==> src/mmio_ram.sv <==
module mmio_ram #(
   parameter int unsigned WIDTH = 8,
   parameter int unsigned DEPTH = 256
) (
   input  logic                     clock,
   input  logic                     en,
   input  logic                     we,
   input  logic [$clog2(DEPTH)-1:0] addr,
   input  logic [WIDTH-1:0]         wdata,
   output logic [WIDTH-1:0]         rdata
);

   logic [WIDTH-1:0] mem [DEPTH];
   logic [WIDTH-1:0] rdata_ff;

   always_ff @(posedge clock) begin
      if (en) begin
         if (we) begin
            mem[addr] <= wdata;
         end else begin
            rdata_ff <= mem[addr];
         end
      end
   end

   assign rdata = rdata_ff;

endmodule

==> config.mk <==
export PLATFORM = sky130hd
export DESIGN_NAME = mmio_ram
export DESIGN_NICKNAME = d
export VERILOG_FILES = /design/src/mmio_ram.sv
export SDC_FILE = /design/constraint.sdc
export NUM_CORES = 2
export LEC_CHECK = 0
export ABC_AREA = 1
export BUFFER_PORTS_ARGS = -buffer_cell sky130_fd_sc_hd__buf_2
export CORE_UTILIZATION = 60
export CTS_BUF_LIST = sky130_fd_sc_hd__clkbuf_2 sky130_fd_sc_hd__clkbuf_4 sky130_fd_sc_hd__clkbuf_8
export DETAILED_ROUTE_END_ITERATION = 7
export PLACE_DENSITY = 0.83
export SETUP_SLACK_MARGIN = 0.05
export SLEW_MARGIN = 40
export SYNTH_ARGS = -nofsm -noshare
export SYNTH_HDL_FRONTEND = slang
export SYNTH_SLANG_ARGS = --single-unit
==> constraint.sdc <==
create_clock -name clock -period 7.2 [get_ports clock]
set_input_delay 1.44 -clock clock [delete_from_list [all_inputs] [get_ports clock]]
set_output_delay 1.44 -clock clock [all_outputs]
set_load 0.005 [all_outputs]
==> impl_metrics.ini <==
[status]
outcome = completed

[sta]
tns_ns = 0
fin_crit_sh_pct = 62.4
slew_headroom_pct = 33.1
worst_pin_slew_ns = 0.996
min_period_ns = 4.49
hold_violations = 0
slew_viol_final = 0
rsz0062_at_grt = false
setup_viol = 0
timing.fmax_mhz = 222
fin_skew_ns = 0.0540

[grt]
antenna_found_initial = 7
first_global_vias = 56900
grt.total_usage_pct = 30.4
grt_overflow = 0
grt_max_degree = 171
grt_pass1_wl_um = 326000

[floorplanning]
ios = 27
initial_core_util_pct = 60.7
rows = 137
dieArea_um2 = 143000
die_w_um = 378
die_y_um = 378
core_area_um2 = 140000

[placed_design]
dp.cells = 9517
place_area_um2 = 86500
gp_congestion = 0.935
dpl.hpwl_um = 119000
io_buffers = 26

[clocking]
cts_hold_buf = 0
numCtsBuffers = 317
clock_path_buffers = 4
cts-htree-levels = 5
cts_setup_buffers = 0
clock-sinks = 2056
ctsResizeCount = 0
path_clk_slew_ns = 0.07
cts_tree = built
clock_latency_ns = 1.03
cts_root_buf = clkbuf_8

[power_and_ir_drop]
leakagePower_nw = 36.5
powerDensity_nw_per_um2 = 256
ir_drop_uv = 246
power.total_mw = 23.7

[critical_path]
worst_setup_path_start_kind = input port
end_kind = flop
r2r_slack_ns = 4.81
crit_required_ns = 7.99
crit_type = in2reg
reg2reg_from = mem[222][3]$_DFFE_PP_
crit_fanout = 135
crit_arrival_ns = 5.29
worstSetupStartpoint = addr[0]

[detailed_routing]
route.vias.total = 58700
drt_iter0_drc = 8587
drc = 0
drt-total-wl_um = 216000
routedWlPerCell_um = 21.4
first_pass_iters = 7
viasPerCell = 5.84
final_antenna_net_count = 0

[logic_synthesis]
syn_area_per_cell_um2 = 10.7
synth_seq_cells = 2056
yosysSeqAreaShare_pct = 72.8
synth_top_area_share_pct = 72.8
syn-instance-count = 7960
syn-cell-area_um2 = 84800
ys_warn_count = 0
synthTopCellsByArea = edfxtp_1 73%, nand2_1 21%, nor2_1 1.5%
syn-num-nets = 7979
yosysTopAreaCell = edfxtp_1
synth_cell_type_count = 14

[layout]
register_area_um2 = 61700
drive_above_1_share_pct = 7.29
fin_area_um2 = 92400
synthToLayoutAreaGrowth_pct = 8.92
finalNetCount = 7984
multi_input_area_um2 = 21200
n_fill_cell = 9600
finalNonFillerCells = 10100
finish.utilization_pct = 66.1

[worst_hold_path]
hold_path.class = in2reg
min-delay-start = we

[job]
cap_violations = 0
## placed cells by master, fill, tap and decap left out, drive strengths merged
cell	count
nor2	345
clkinv	122
bufinv	5
nand4	40
o21ai	128
nand2	4695
edfxtp	2056
nand3	256
buf	110
clkinvlp	4
diode	3
clkbuf	403
inv	17
## sequential cells by signal (all words and copies together) (netlist names)
| register | count |
|---|---|
| mem | 2048 |
| rdata | 8 |
## path summary, 6_finish.rpt
check                       end  cells past startpoint
min reg2reg  rdata[3]$_DFFE_PP_                     10
max          rdata[3]$_DFFE_PP_                     15
min          rdata[3]$_DFFE_PP_                      2
max reg2reg  rdata[3]$_DFFE_PP_                     12
## cell type report
class	instances	share of cell area [%]
flip-flops and latches	2056	66.8
clock buffers	403	5.47
well taps	1876	2.54
inverters	16	0.0975
multi-input cells	5464	23.0
clock inverters	132	0.765
diodes	3	0.00812
repair buffers	110	1.34
## cells in the mapped netlist
cell         n
nand3_1    256
buf_6        9
o21ai_1    128
buf_2      214
clkinv_1     2
inv_2        3
inv_1       11
buf_4        5
nand2_1   4695
buf_1       35
edfxtp_1  2056
clkbuf_1   161
nand4_1     40
nor2_1     345
## metrics by stage
stage / worst slack (ns) / hold WS [ns]
6_report: 2.71 / 0.833
4_1_cts: 3.24 / 0.759
5_1_grt: 2.65 / 0.792
3_5_place_dp: 2.17 / 1.04
2_1_floorplan: 3.84 / 0.858
3_3_place_gp: 1.86 / 1.03
## logic make-up (layout without fill, tap and decap cells)
family	after synthesis	count (layout)	synth area share, %
AND/OR/NAND/NOR	5336	5336	24.1
flip-flops	2056	2056	72.8
buffers and inverters	440	661	2.36
AO/OA/AOI/OAI	128	128	0.755
other	0	3	0
## power by group
group	switching, mW	internal [mW]
sequential	0.00886	13.2
clock	4.36	4.76
combinational	1.08	0.298
## layer usage
metal / track usage, % / vias to the layer above / share of wire (%)
li1: - / 26300 / -
met1: 40.0 / 27500 / 36
met2: 46.4 / 4252 / 46
met3: 8.38 / 681 / 14
met4: 15.5 / 6 / 4.9
met5: 0.549 / - / 0.062
## worst max-delay path: stages
cell and delay (ns):
buf_8 0.54, clkinv_8 0.64, buf_12 0.48, nand2_1 0.14, nand2_1 0.07, nand2_1 0.06
nand2_1 0.06, nand2_1 0.11, nand2_1 0.07, o21ai_1 0.78, nand2_1 0.11, nor2_1 0.13
nor2_1 0.06, nor2_1 0.19, nand2_1 0.07
(Power assumes the default switching activity.)
