--- src/mmio_pkg.sv ---
package mmio_pkg;

   localparam int unsigned RAM_DEPTH_DEF = 65536;
   localparam int unsigned ROM_DEPTH_DEF = 32768;
   localparam int unsigned KEY_ROWS_DEF  = 16;

   localparam int unsigned REQ_TDATA_W = 56;
   localparam int unsigned RSP_TDATA_W = 56;
   localparam int unsigned CSR_IDX_W   = 1;
   localparam int unsigned CSR_DATA_W  = 16;

   localparam logic [2:0] CMD_READ     = 3'd0;
   localparam logic [2:0] CMD_WRITE    = 3'd1;
   localparam logic [2:0] CMD_KEY_ROW  = 3'd2;
   localparam logic [2:0] CMD_BREAK    = 3'd3;
   localparam logic [2:0] CMD_ROM_LOAD = 3'd4;

   localparam logic [CSR_IDX_W-1:0] CSR_RAM_TOP      = 1'b0;
   localparam logic [CSR_IDX_W-1:0] CSR_COLOUR_BOARD = 1'b1;

   localparam logic [15:0] ADDR_BANK0_LO  = 16'hb000;
   localparam logic [15:0] ADDR_BANK0_HI  = 16'hdfff;
   localparam logic [15:0] ADDR_BANK1_LO  = 16'he000;
   localparam logic [15:0] ADDR_BANK1_HI  = 16'he7ff;
   localparam logic [15:0] ADDR_IO_LO     = 16'he800;
   localparam logic [15:0] ADDR_IO_HI     = 16'hefff;
   localparam logic [15:0] ADDR_BANK2_LO  = 16'hf000;
   localparam logic [15:0] ADDR_BANK2_HI  = 16'hffff;
   localparam logic [15:0] ADDR_COLOUR_LO = 16'h0100;
   localparam logic [15:0] ADDR_COLOUR_HI = 16'h03ff;

   localparam logic [15:0] IO_FOREGROUND = 16'he890;
   localparam logic [15:0] IO_BACKGROUND = 16'he891;
   localparam logic [15:0] IO_COLOUR_WE  = 16'he892;
   localparam logic [15:0] IO_TAPE_STOP  = 16'hee00;
   localparam logic [15:0] IO_TAPE_START = 16'hee20;
   localparam logic [15:0] IO_REVERSE    = 16'hee40;
   localparam logic [15:0] IO_TAPE       = 16'hee80;
   localparam logic [15:0] IO_KEY        = 16'heec0;
   localparam logic [15:0] IO_ID_FF      = 16'hef00;
   localparam logic [15:0] IO_ID_80      = 16'hef80;
   localparam logic [15:0] IO_BANK       = 16'hefd0;
   localparam logic [15:0] IO_MODE       = 16'hefe0;

   localparam logic [2:0] BANK_NONE = 3'b000;
   localparam logic [2:0] BANK_B000 = 3'b001;
   localparam logic [2:0] BANK_E000 = 3'b010;
   localparam logic [2:0] BANK_F000 = 3'b100;

   localparam logic [7:0] MODE_MASK = 8'hcc;

   typedef struct packed {
      logic [2:0]  command;
      logic [15:0] address;
      logic [7:0]  write_data;
      logic [7:0]  tape_in_level;
      logic [3:0]  key_row_index;
      logic [7:0]  key_row_bits;
      logic [7:0]  key_modifiers;
   } bus_req_type;

   typedef struct packed {
      logic        en;
      logic        we;
      logic [15:0] addr;
      logic [7:0]  wdata;
   } mem_acc_type;

   typedef struct packed {
      logic       is_mem;
      logic       sel_rom;
      logic [7:0] io_byte;
      logic       tape_stop;
      logic       tape_start;
      logic       tape_out_valid;
      logic [7:0] tape_out_data;
      logic       nmi_request;
      logic       colour_write_valid;
      logic [9:0] colour_index;
      logic [7:0] colour_value;
      logic       reverse_video;
      logic [7:0] gfx_mode;
      logic [7:0] background_colour;
   } stage_type;

endpackage

--- src/mmio_ctrl.sv ---
module mmio_ctrl import mmio_pkg::*; #(
   parameter int unsigned KEY_ROWS = KEY_ROWS_DEF
) (
   input  logic                  clock,
   input  logic                  reset,
   input  logic                  csr_wr,
   input  logic [CSR_IDX_W-1:0]  csr_index,
   input  logic [CSR_DATA_W-1:0] csr_data,
   input  logic                  accept,
   input  bus_req_type           req,
   output mem_acc_type           ram_acc,
   output mem_acc_type           rom_acc,
   output stage_type             stage
);

   localparam int unsigned KEY_AW = $clog2(KEY_ROWS);

   logic [15:0] ram_top_ff;
   logic        colour_board_ff;
   logic [7:0]  bank_ff, bank_in;
   logic [7:0]  strobe_ff, strobe_in;
   logic [7:0]  key_rows_ff [KEY_ROWS];
   logic [7:0]  key_mod_ff, key_mod_in;
   logic        break_ff, break_in;
   logic [7:0]  fg_ff, fg_in;
   logic [7:0]  bg_ff, bg_in;
   logic        cwe_ff, cwe_in;
   logic        reverse_ff, reverse_in;
   logic [7:0]  mode_ff, mode_in;

   logic [15:0] a;
   logic [7:0]  x;
   logic        in_io;
   logic [2:0]  bank_bit;
   logic        mapped_ram;
   logic        is_rd, is_wr;
   logic [15:0] colour_off;

   always_comb begin
      a          = req.address;
      x          = req.write_data;
      in_io      = a inside {[ADDR_IO_LO:ADDR_IO_HI]};
      is_rd      = req.command == CMD_READ;
      is_wr      = req.command == CMD_WRITE;
      colour_off = a - ADDR_COLOUR_LO;

      if (a inside {[ADDR_BANK2_LO:ADDR_BANK2_HI]}) begin
         bank_bit = BANK_F000;
      end else if (a inside {[ADDR_BANK1_LO:ADDR_BANK1_HI]}) begin
         bank_bit = BANK_E000;
      end else if (a inside {[ADDR_BANK0_LO:ADDR_BANK0_HI]}) begin
         bank_bit = BANK_B000;
      end else begin
         bank_bit = BANK_NONE;
      end
      mapped_ram = (bank_bit == BANK_NONE) || ((bank_ff[2:0] & bank_bit) != BANK_NONE);

      bank_in    = bank_ff;
      strobe_in  = strobe_ff;
      key_mod_in = key_mod_ff;
      break_in   = break_ff;
      fg_in      = fg_ff;
      bg_in      = bg_ff;
      cwe_in     = cwe_ff;
      reverse_in = reverse_ff;
      mode_in    = mode_ff;

      stage = '0;
      stage.is_mem  = is_rd && !in_io;
      stage.sel_rom = !mapped_ram;

      ram_acc.en    = accept && !in_io && mapped_ram &&
                      (is_rd || (is_wr && (a <= ram_top_ff)));
      ram_acc.we    = is_wr;
      ram_acc.addr  = a;
      ram_acc.wdata = x;

      rom_acc.en    = accept && ((is_rd && !in_io && !mapped_ram) ||
                                 (req.command == CMD_ROM_LOAD));
      rom_acc.we    = req.command == CMD_ROM_LOAD;
      rom_acc.addr  = a;
      rom_acc.wdata = x;

      case (req.command)
         CMD_READ: begin
            if (in_io) begin
               case (a)
                  IO_TAPE_STOP: begin
                     stage.tape_stop = 1'b1;
                     stage.io_byte   = 8'h01;
                  end
                  IO_TAPE_START: begin
                     stage.tape_start = 1'b1;
                     stage.io_byte    = 8'h01;
                  end
                  IO_TAPE:  stage.io_byte = req.tape_in_level;
                  IO_KEY:   stage.io_byte = key_mod_ff | key_rows_ff[strobe_ff[KEY_AW-1:0]];
                  IO_ID_FF: stage.io_byte = 8'hff;
                  IO_ID_80: stage.io_byte = 8'h80;
                  IO_BANK:  stage.io_byte = bank_ff;
                  default:  stage.io_byte = 8'h00;
               endcase
            end
         end
         CMD_WRITE: begin
            if (in_io) begin
               case (a)
                  IO_FOREGROUND: if (colour_board_ff) fg_in = x;
                  IO_BACKGROUND: if (colour_board_ff) bg_in = x;
                  IO_COLOUR_WE:  if (colour_board_ff) cwe_in = x[0];
                  IO_REVERSE:    reverse_in = x[7];
                  IO_TAPE: begin
                     stage.tape_out_valid = 1'b1;
                     stage.tape_out_data  = x;
                  end
                  IO_KEY: begin
                     strobe_in = x;
                     if (break_ff && x[7]) begin
                        break_in          = 1'b0;
                        stage.nmi_request = 1'b1;
                     end
                  end
                  IO_BANK:  bank_in = x;
                  IO_MODE:  mode_in = x & MODE_MASK;
                  default: ;
               endcase
            end else if (colour_board_ff && cwe_ff &&
                         (a inside {[ADDR_COLOUR_LO:ADDR_COLOUR_HI]})) begin
               stage.colour_write_valid = 1'b1;
               stage.colour_index       = colour_off[9:0];
               stage.colour_value       = fg_ff;
            end
         end
         CMD_KEY_ROW: key_mod_in = req.key_modifiers;
         CMD_BREAK:   break_in   = 1'b1;
         default: ;
      endcase

      stage.reverse_video     = reverse_in;
      stage.gfx_mode          = mode_in;
      stage.background_colour = bg_in;
   end

   always_ff @(posedge clock) begin
      if (reset) begin
         ram_top_ff      <= 16'hffff;
         colour_board_ff <= 1'b0;
         bank_ff         <= '0;
         strobe_ff       <= '0;
         key_mod_ff      <= '0;
         break_ff        <= 1'b0;
         fg_ff           <= '0;
         bg_ff           <= '0;
         cwe_ff          <= 1'b0;
         reverse_ff      <= 1'b0;
         mode_ff         <= '0;
         for (int i = 0; i < KEY_ROWS; i++) begin
            key_rows_ff[i] <= '0;
         end
      end else begin
         if (csr_wr) begin
            case (csr_index)
               CSR_RAM_TOP:      ram_top_ff      <= csr_data;
               CSR_COLOUR_BOARD: colour_board_ff <= csr_data[0];
               default: ;
            endcase
         end
         if (accept) begin
            bank_ff    <= bank_in;
            strobe_ff  <= strobe_in;
            key_mod_ff <= key_mod_in;
            break_ff   <= break_in;
            fg_ff      <= fg_in;
            bg_ff      <= bg_in;
            cwe_ff     <= cwe_in;
            reverse_ff <= reverse_in;
            mode_ff    <= mode_in;
            if (req.command == CMD_KEY_ROW) begin
               key_rows_ff[req.key_row_index[KEY_AW-1:0]] <= req.key_row_bits;
            end
         end
      end
   end

endmodule

--- config.mk ---
export PLATFORM = sky130hd
export DESIGN_NAME = mmio_ctrl
export DESIGN_NICKNAME = d
export VERILOG_FILES = /design/src/mmio_pkg.sv /design/src/mmio_ctrl.sv
export SDC_FILE = /design/constraint.sdc
export NUM_CORES = 1
export LEC_CHECK = 0
export ABC_AREA = 1
export BUFFER_PORTS_ARGS = -buffer_cell sky130_fd_sc_hd__buf_2
export CAP_MARGIN = 5
export CELL_PAD_IN_SITES_DETAIL_PLACEMENT = 0
export CELL_PAD_IN_SITES_GLOBAL_PLACEMENT = 1
export CORE_ASPECT_RATIO = 1.25
export CORE_UTILIZATION = 30
export CTS_CLUSTER_DIAMETER = 150
export DETAILED_ROUTE_END_ITERATION = 10
export PLACE_DENSITY_LB_ADDON = 0.2
export SETUP_SLACK_MARGIN = 0.5
export SLEW_MARGIN = 20
export SYNTH_ARGS = -nofsm -noshare
export SYNTH_HDL_FRONTEND = slang
export SYNTH_SLANG_ARGS = --single-unit
--- constraint.sdc ---
create_clock -name clock -period 1.8 [get_ports clock]
set_input_delay 0.09 -clock clock [delete_from_list [all_inputs] [get_ports clock]]
set_output_delay 0.09 -clock clock [all_outputs]
set_load 0.005 [all_outputs]
==> results.yml, run 1 <==
sta:
  relSlewSlack_pct: 59.49
  maxSlewViolCount: 0
  worst_pin_slew_ps: 603.0
  clock_skew_ps: 4.411
  holdWs_ps: 13.51
  period_needed_ps: 2144
  hold_viol_final: 0
  finalSetupViolCount: 15
  rsz0062_at_grt: "true"
  clock.fmax_ghz: 0.4665
  min_period_over_period_pct: 119.1
  finalWorstSetupSlack_ps: -343.6
clock_network:
  numCtsBuffers: 17
  htreeDepth: 4
  clk_latency_ps: 440
  clk_path_buf_depth: 2
  cts_tree: "built"
  cts-root-buf: "clkbuf_16"
  clk_pin_slew_ps: 80
  cts_sinks: 196
cells_and_area:
  area_delta_synth_final_pct: 41.96
  layout_common_cells: "nand2_1 (307), nor2_1 (196), buf_2 (164)"
  instances_no_fill: 2008
  nNetsFinal: 1669
  antenna_cells: 0
  design_area_sq_um: 14700
  drive_gt1_share_pct: 34.01
  layout_commonest_cell: "nand2_1"
drt:
  drcViolationCount: 0
  met3_length_mm: 1.589
  vias: 9458
  route.top_layer_used: "met5"
  dr.first_iter.drc_count: 509
  routed_wl_mm: 36.55
  drtPass1Iterations: 5
  post_drt_wl_per_cell_um: 18.20
  wl_met1_mm: 14.88
  via_per_inst: 4.710
  wl_met2_mm: 19.11
  ant_nets: 0
power_and_ir_drop:
  seq_power_share_pct: 48.5
  p_per_area_nw_per_um2: 705.7
  p_switching_uw: 2601
  irDropWorstVdd_mv: 0.4838
  p_sw_share_pct: 25.07
  leakagePower_uw: 0.006700
  clkPwrFrac_pct: 40.1
  p_int_uw: 7774
  combPwrFrac_pct: 11.4
setup_path:
  path_cells: "buf_12, nor2_1, nor2_1, o21ai_0, buf_4, nand3_2, nand3_1, nand3_2, nand2_1, a21oi_1, buf_2"
  cp.arrival_ps: 2050
  path_delay_family: "buffers and inverters"
  slowest_delay_ps: 420
  critPathLaunchType: "flip-flop"
  crit_fanout: 32
  required_ps: 1710
  cp.buffers_inverters: 3
  critPathSlowestCell: "dfxtp_4"
  critPathKind: "flip-flop to primary output"
  end_kind: "primary output"
yosys:
  synth_top_area_share_pct: 37.11
  synth.distinct_cells: 30
  synthXorXnorAreaFrac_pct: 0
  synthAdderAreaFrac_pct: 2.537
  synth_top_family_by_area: "simple AND/OR/NAND/NOR gates"
  synth_nets: 1425
  ys_seq_area_share_pct: 50.26
  synthTopCellsByArea: "edfxtp_1 (37%), dfxtp_1 (13%), nand2_1 (13%)"
  yosysTopAreaCell: "edfxtp_1"
  synth_simple_gate_area_share_pct: 30.32
  synth-seq-cells: 196
  avgSynthCellArea_sq_um: 7.798
  yosys_warnings: 0
  synth_area_sq_um: 10360
  synthMuxAreaShare_pct: 0
  syn_inst: 1328
  synth_compound_area_share_pct: 5.823
global_route:
  grt_pass1_vias: 9578
  grt_max_degree: 34
  grt_pass1_wl_mm: 55.04
  grt_overflow: 0
  grt_usage_pct: 20.90
  antenna_found_initial: 1
floorplanning:
  pin_count: 186
  core_sq_um: 33780
  die_h_um: 209.7
  row_count: 75
  start_util_pct: 30.66
  die_area_sq_um: 35270
  die_w_um: 168.2
status:
  violations: "negative setup slack"
  status: "complete, but fails checks"
placed_design:
  place_inst: 1905
  hpwl_mm: 25.20
  numPortBuffers: 185
  placed_area_sq_um: 12070
  gp_congestion: 0.8496
run:
  cap_violations: 0
min_path:
  hp-class: "input port to flip-flop"
==> per-layer routing <==
metal	global-route usage [%]	up-vias
li1	-	4696
met1	24.41	4457
met3	3.639	46
met2	38.19	257
met4	7.367	2
met5	0	-
==> power groups by stage <==
stage	combinational [uW]	sequential, uW	clock, uW
6_report	1180	5030	4160
5_1_grt	1300	5050	4400
4_1_cts	1120	5030	4230
3_5_place_dp	961	5130	0
3_3_place_gp	955	5130	0
2_1_floorplan	558	5110	0
==> state kept, by name, indices dropped and copies added (netlist names), named ones only <==
| signal | flops |
|---|---|
| fg_ff | 8 |
| reverse_ff | 1 |
| cwe_ff | 1 |
| key_rows_ff | 128 |
| colour_board_ff | 1 |
| break_ff | 1 |
| strobe_ff | 4 |
| ram_top_ff | 16 |
| mode_ff | 8 |
| key_mod_ff | 8 |
| bank_ff | 8 |
| bg_ff | 8 |
==> Yosys cell counts, drive strengths merged <==
cell type	count
nand2	363
nor2	249
inv	143
edfxtp	128
nand3	113
buf	70
dfxtp	68
a21oi	47
o21ai	42
clkbuf	34
ha	21
o211ai	17
nor3	13
nand4	10
a21o	3
nand3b	3
nor4	3
o21a	1
==> layout make-up <==
| class | instances | area (sq um) |
|---|---|---|
| tap | 423 | 529.3 |
| multi-input combinational | 885 | 5097 |
| clock buffer | 17 | 425.4 |
| inverter | 143 | 588.1 |
| timing repair buffer | 328 | 2633 |
| clock inverter | 15 | 201.4 |
| sequential | 196 | 5220 |
| timing repair inverter | 1 | 7.507 |
| fill | 3390 | 19080 |
==> worst paths after layout <==
kind | from | endpoint | slack [ps] | cells after the start
setup reg to reg | colour_board_ff | bg_ff[1] | 560 | 8
hold reg to reg | key_mod_ff[6] | key_mod_ff[6] | 450 | 2
setup / recovery | flip-flop | stage[55] | -340 | 11
hold / removal | req[30] | fg_ff[2] | 10 | 3
==> worst reg2reg max path: stages (launching register included) <==
cell and delay, ps:
dfxtp_2 350, buf_6 100, nand2_4 40, nor2_4 210, nand2_4 170, nand2_1 120
nand3_1 70, nand2_1 70, inv_1 30
==> cell families (layout without fill, tap and decap cells) <==
kind of cell / Yosys count / in the layout
buf+inv: 247 / 504
flops: 196 / 196
fa+ha+maj: 21 / 21
simple gates: 754 / 754
compound gates: 110 / 110
==> metrics by stage <==
stage	setup TNS [ps]	utilization [%]	total power, uW	setup WS [ps]
floorplan	0	-	5665	429.9
global placement	0	35.73	6081	21.96
detailed placement	-4.572	35.73	6090	-3.443
CTS	-3856	41.55	10380	-380.1
global route	-5333	43.52	10750	-453.6
finish	-2761	43.52	10380	-343.6
==> timing repair <==
action / 4_1_cts / 5_1_grt
gates resized for setup: 201 / 117
gates cloned: 8 / 4
setup endpoints to repair: 59 / 83
buffers inserted: 18 / 10
pin swaps: 39 / 49
hold buffers: 31 / 0
hold endpoints to repair: 30 / 0
Note: power is estimated with default switching activity, not from simulation.
==> run 2: changes to the inputs <==
--- a/config.mk
+++ b/config.mk
@@ -14,6 +14,7 @@
 export CORE_UTILIZATION = 30
 export CTS_CLUSTER_DIAMETER = 150
 export DETAILED_ROUTE_END_ITERATION = 10
+export HOLD_SLACK_MARGIN = 0.03
 export PLACE_DENSITY_LB_ADDON = 0.2
 export SETUP_SLACK_MARGIN = 0.5
 export SLEW_MARGIN = 20
==> run 2 against run 1 <==
The run still ends with negative setup slack left. Global-route usage about the same. Setup slack worse by 5.1 ps. Die area unchanged. Flip-flop and latch count unchanged. Sequential share of layout area down 0.18 points. Clock-buffer cell count unchanged. First-iteration DRC count up 11%.
==> results.yml, run 2 (same netlist as run 1, synthesis figures left out) <==
drt:
  post_drt_wl_per_cell_um: 18.17
  routed_wl_mm: 36.60
  via_per_inst: 4.724
  dr.first_iter.drc_count: 564
  drcViolationCount: 0
  vias: 9514
  ant_nets: 0
  drtPass1Iterations: 5
cells_and_area:
  nNetsFinal: 1675
  largest_register_ffs: 128
  layout_common_cells: "nand2_1 (305), nor2_1 (195), buf_2 (164)"
  design_area_sq_um: 14780
  postLayoutCoreUtil_pct: 43.74
  instances_no_fill: 2014
  antenna_cells: 0
  largestRegisters: "key_rows_ff: 128 flops, ram_top_ff: 16 flops"
  area_delta_synth_final_pct: 42.68
  top_register: "key_rows_ff"
  layout_commonest_cell: "nand2_1"
  drive_gt1_share_pct: 34.32
floorplanning:
  row_count: 75
  die_h_um: 209.7
  start_util_pct: 30.66
  die_area_sq_um: 35270
  core_sq_um: 33780
  die_w_um: 168.2
  pin_count: 186
setup_path:
  critPathLaunchType: "flip-flop"
  end_kind: "primary output"
  crit_fanout: 32
  reg2reg_to: "bg_ff[1]"
  r2r_cells: 8
  slowest_delay_ps: 420
  cp.arrival_ps: 2060
  required_ps: 1710
  critPathSlowestCell: "dfxtp_4"
  r2r_setup_slack_ps: 540
  critPathKind: "flip-flop to primary output"
  path_cells: "buf_12, nor2_1, nor2_1, o21ai_0, buf_4, nand3_2, nand3_1, nand3_2, nand2_1, a21oi_1, buf_2"
  reg2reg_from: "colour_board_ff"
sta:
  finalSetupViolCount: 15
  min_period_over_period_pct: 119.4
  rsz0062_at_grt: "true"
  relSlewSlack_pct: 71.61
  worst_pin_slew_ps: 425.3
  clock_skew_ps: 4.867
  hold_viol_final: 0
  maxSlewViolCount: 0
  finalWorstSetupSlack_ps: -348.6
  tns_ps: -2770
  clock.fmax_ghz: 0.4654
  period_needed_ps: 2149
global_route:
  antenna_found_initial: 1
  grt_usage_pct: 20.95
  grt_overflow: 0
  grt_max_degree: 34
  grt_pass1_vias: 9619
  grt_pass1_wl_mm: 55.14
clock_network:
  htreeDepth: 4
  clk_pin_slew_ps: 70
  cts_sinks: 196
  clk_latency_ps: 440
  numCtsBuffers: 17
  cts_tree: "built"
  clk_path_buf_depth: 2
  cts-root-buf: "clkbuf_16"
placed_design:
  gp_congestion: 0.8496
  numPortBuffers: 185
  hpwl_mm: 25.20
  place_inst: 1905
  placed_area_sq_um: 12070
power_and_ir_drop:
  irDropWorstVdd_mv: 0.4891
  p_per_area_nw_per_um2: 702.6
  leakagePower_uw: 0.006717
  power_uw: 10380
min_path:
  hp-class: "input port to flip-flop"
  hold_start: "req[29]"
  min_path_cells: 3
status:
  violations: "negative setup slack"
  status: "complete, but fails checks"
run:
  cap_violations: 0
## run 2: cell types whose count changed in the layout (fill, tap and decap cells not counted), sizes merged
cell and change:
dlygate4sd3 +5, buf +1
## run 2: stage by stage
stage	worst slack [ps]	hold WS, ps
2_1_floorplan	429.9	211.1
3_3_place_gp	21.96	310.0
3_5_place_dp	-3.443	311.1
4_1_cts	-380.1	52.16
5_1_grt	-453.5	70.15
6_report	-348.6	55.43
## run 2: final cells by class
class / count / area [sq um]
well taps: 423 / 529.3
fillers: 3390 / 19010
multi-input cells: 885 / 5119
flip-flops and latches: 196 / 5220
repair inverters: 1 / 7.507
clock buffers: 17 / 425.4
inverters: 143 / 588.1
repair buffers: 334 / 2686
clock inverters: 15 / 201.4
## run 2: worst max path at each step
| stage | from | to | slack, ps | depth (start not counted) |
|---|---|---|---|---|
| 2_1_floorplan | req[54] | key_rows_ff[4][0] | 430 | 7 |
| 3_3_place_gp | req[44] | stage[40] | 20 | 10 |
| 3_5_place_dp | req[41] | stage[53] | -3 | 9 |
| 4_1_cts | flip-flop | stage[51] | -380 | 11 |
| 5_1_grt | flip-flop | stage[55] | -450 | 11 |
| 6_report | flip-flop | stage[55] | -350 | 11 |
## run 2: worst max-delay path, delay by kind of cell, from the launching register on
kind	cells	cell delay [ps]
buffers and inverters	3	520
AND/OR/NAND/NOR	6	470
flip-flops	1	420
AO/OA/AOI/OAI	2	210
## run 2: power breakdown
group	total [uW]	internal [uW]	switching, uW
Combinational	1190	473	719
Clock	4160	2340	1820
Sequential	5030	4970	63.5
## run 2: repair_timing
action                                 CTS  global route
pin swaps                               39            50
setup endpoints to repair               59            83
setup buffers                           18            11
hold buffers                            36             0
gates cloned                             8             4
endpoints found under the hold margin   36             0
gates resized for setup                201           122
## run 2: routing by layer
| metal | GRT usage [%] | vias to the layer above | routed length (um) | share of wire [%] |
|---|---|---|---|---|
| met4 | 7.524 | 2 | 918 | 2.5 |
| met5 | 0 | - | 11 | 0.030 |
| met3 | 3.639 | 45 | 1549 | 4.2 |
| met2 | 38.22 | 266 | 19320 | 53 |
| met1 | 24.46 | 4487 | 14800 | 40 |
| li1 | - | 4714 | - | - |
==> run 3: changes to the inputs <==
--- a/config.mk
+++ b/config.mk
@@ -15,7 +15,7 @@
 export CTS_CLUSTER_DIAMETER = 150
 export DETAILED_ROUTE_END_ITERATION = 10
 export HOLD_SLACK_MARGIN = 0.03
-export PLACE_DENSITY_LB_ADDON = 0.2
+export PLACE_DENSITY = 0.72
 export SETUP_SLACK_MARGIN = 0.5
 export SLEW_MARGIN = 20
 export SYNTH_ARGS = -nofsm -noshare
==> run 3 against run 2 <==
First-iteration DRC count up 13%. Via count rose by 3.8%. Largest cell class is now multi-input gates. Critical path type unchanged. Hold slack worse by 8.5 ps. Register-to-register slack worse by 190 ps. The run still ends with negative setup slack left.
==> results.yml, run 3 (same netlist as run 1, synthesis figures left out) <==
cells_and_area:
  largestRegisters: "key_rows_ff: 128 flops, ram_top_ff: 16 flops"
  antenna_cells: 0
  largest_register_ffs: 128
  instances_no_fill: 2034
  layout_common_cells: "nand2_1 (289), nor2_1 (197), buf_2 (166)"
  layout_commonest_cell: "nand2_1"
  postLayoutCoreUtil_pct: 44.98
  num-fill-cells: 3275
  top_register: "key_rows_ff"
  area_delta_synth_final_pct: 46.73
  drive_gt1_share_pct: 39.11
  nNetsFinal: 1695
setup_path:
  critPathKind: "flip-flop to primary output"
  cp.arrival_ps: 2080
  end_kind: "primary output"
  required_ps: 1710
  critPathLaunchType: "flip-flop"
  r2r_setup_slack_ps: 350
  crit_fanout: 5
sta:
  finalSetupViolCount: 29
  clock_skew_ps: 5.677
  hold_viol_final: 0
  relSlewSlack_pct: 57.25
  period_needed_ps: 2169
  min_period_over_period_pct: 120.5
  clock.fmax_ghz: 0.4610
  rsz0062_at_grt: "true"
  finalWorstSetupSlack_ps: -369.0
  worst_pin_slew_ps: 635.3
  maxSlewViolCount: 0
clock_network:
  cts-root-buf: "clkbuf_16"
  clk_path_buf_depth: 2
  cts_tree: "built"
  clk_pin_slew_ps: 70
  htreeDepth: 4
  cts_sinks: 196
  numCtsBuffers: 17
  clk_latency_ps: 440
drt:
  drtPass1Iterations: 5
  post_drt_wl_per_cell_um: 17.86
  via_per_inst: 4.854
  vias: 9874
  dr.first_iter.drc_count: 639
  routed_wl_mm: 36.32
  drcViolationCount: 0
  ant_nets: 0
global_route:
  grt_pass1_wl_mm: 54.20
  grt_max_degree: 32
  antenna_found_initial: 0
  use_met3_pct: 3.866
  grt_usage_pct: 20.58
  use_met1_pct: 22.58
  grt_overflow: 0
  top_usage_layer: "met2"
  grt_pass1_vias: 9593
  use_met2_pct: 38.43
floorplanning:
  die_w_um: 168.2
  start_util_pct: 30.66
  pin_count: 186
  die_h_um: 209.7
  die_area_sq_um: 35270
  core_sq_um: 33780
  row_count: 75
status:
  violations: "negative setup slack"
  status: "complete, but fails checks"
run:
  cap_violations: 0
placed_design:
  gp_congestion: 0.9051
  dp_slack_ps: -94.27
  hpwl_mm: 25.16
  place_inst: 1912
  numPortBuffers: 185
min_path:
  hp-class: "input port to flip-flop"
power_and_ir_drop:
  leakagePower_uw: 0.006737
  p_per_area_nw_per_um2: 668.0
  irDropWorstVdd_mv: 0.5235
  power_uw: 10150
## run 3: cell types whose count changed in the layout (fill, tap and decap cells not counted), moves of 5 or more
| cell | change |
|---|---|
| buf_4 | +15 |
| nand2_1 | -16 |
| a21oi_1 | -14 |
| o21ai_2 | +7 |
| nand3_2 | +23 |
| nand2_2 | +15 |
| buf_12 | +5 |
| o21ai_0 | -11 |
| a21oi_2 | +12 |
| nand3_1 | -26 |
| nor2_4 | -6 |
## run 3: repair_timing
action,in CTS,in global routing
gates cloned,6,3
setup buffers,32,15
hold endpoints to repair,34,0
resized for setup,223,214
hold buffers,34,0
pin swaps,58,89
endpoints found under the setup margin,64,81
## run 3: worst max-delay path, stage by stage (launching register included)
cell       delay [ps]
dfxtp_4           460
buf_12            160
clkbuf_16         150
nand2_1            60
nand2_1            90
nand2_1            60
nand3_1           100
nand3_2           110
nand3_4           100
nand2_2            60
a21oi_2           130
buf_2             140
## run 3: path summary, 6_finish.rpt
kind | from | end | depth (start not counted)
worst max register to register | colour_board_ff | bg_ff[6] | 10
worst max-delay path | flip-flop | stage[50] | 11
worst min-delay path | req[29] | fg_ff[1] | 3
worst min register to register | mode_ff[0] | mode_ff[0] | 2
## run 3: layout make-up
class / instances / area (sq um) / area share, %
Sequential cell: 196 / 5221 / 34.36
Timing Repair inverter: 1 / 7.507 / 0.04940
Clock inverter: 10 / 127.6 / 0.8399
Clock buffer: 22 / 454.2 / 2.989
Inverter: 143 / 608.1 / 4.002
Timing Repair Buffer: 354 / 2851 / 18.76
Multi-Input combinational cell: 885 / 5396 / 35.51
Tap cell: 423 / 529.3 / 3.483
## run 3: per-layer routing
layer	wire length, um	vias up
met5	0	-
met4	1273	0
met3	2054	80
met2	19290	373
met1	13710	4655
li1	-	4766
## run 3: where the power goes
group / total, uW / internal [uW] / leakage (uW) / switching [uW]
sequential: 5030 / 4970 / 0.00177 / 66.6
clock: 3860 / 2100 / 0.000275 / 1750
combinational: 1260 / 502 / 0.00469 / 757
total: 10200 / 7570 / 0.00674 / 2580
## run 3: through the flow
stage	TNS (ps)	area (sq um)	hold WS [ps]
after floorplan	0	10600	211.1
after CTS	-5916	14180	35.57
final	-4883	15200	46.91
after global placement	-1496	12070	312.6
after global routing	-6926	15200	31.27
after detailed placement	-984.1	12070	311.3
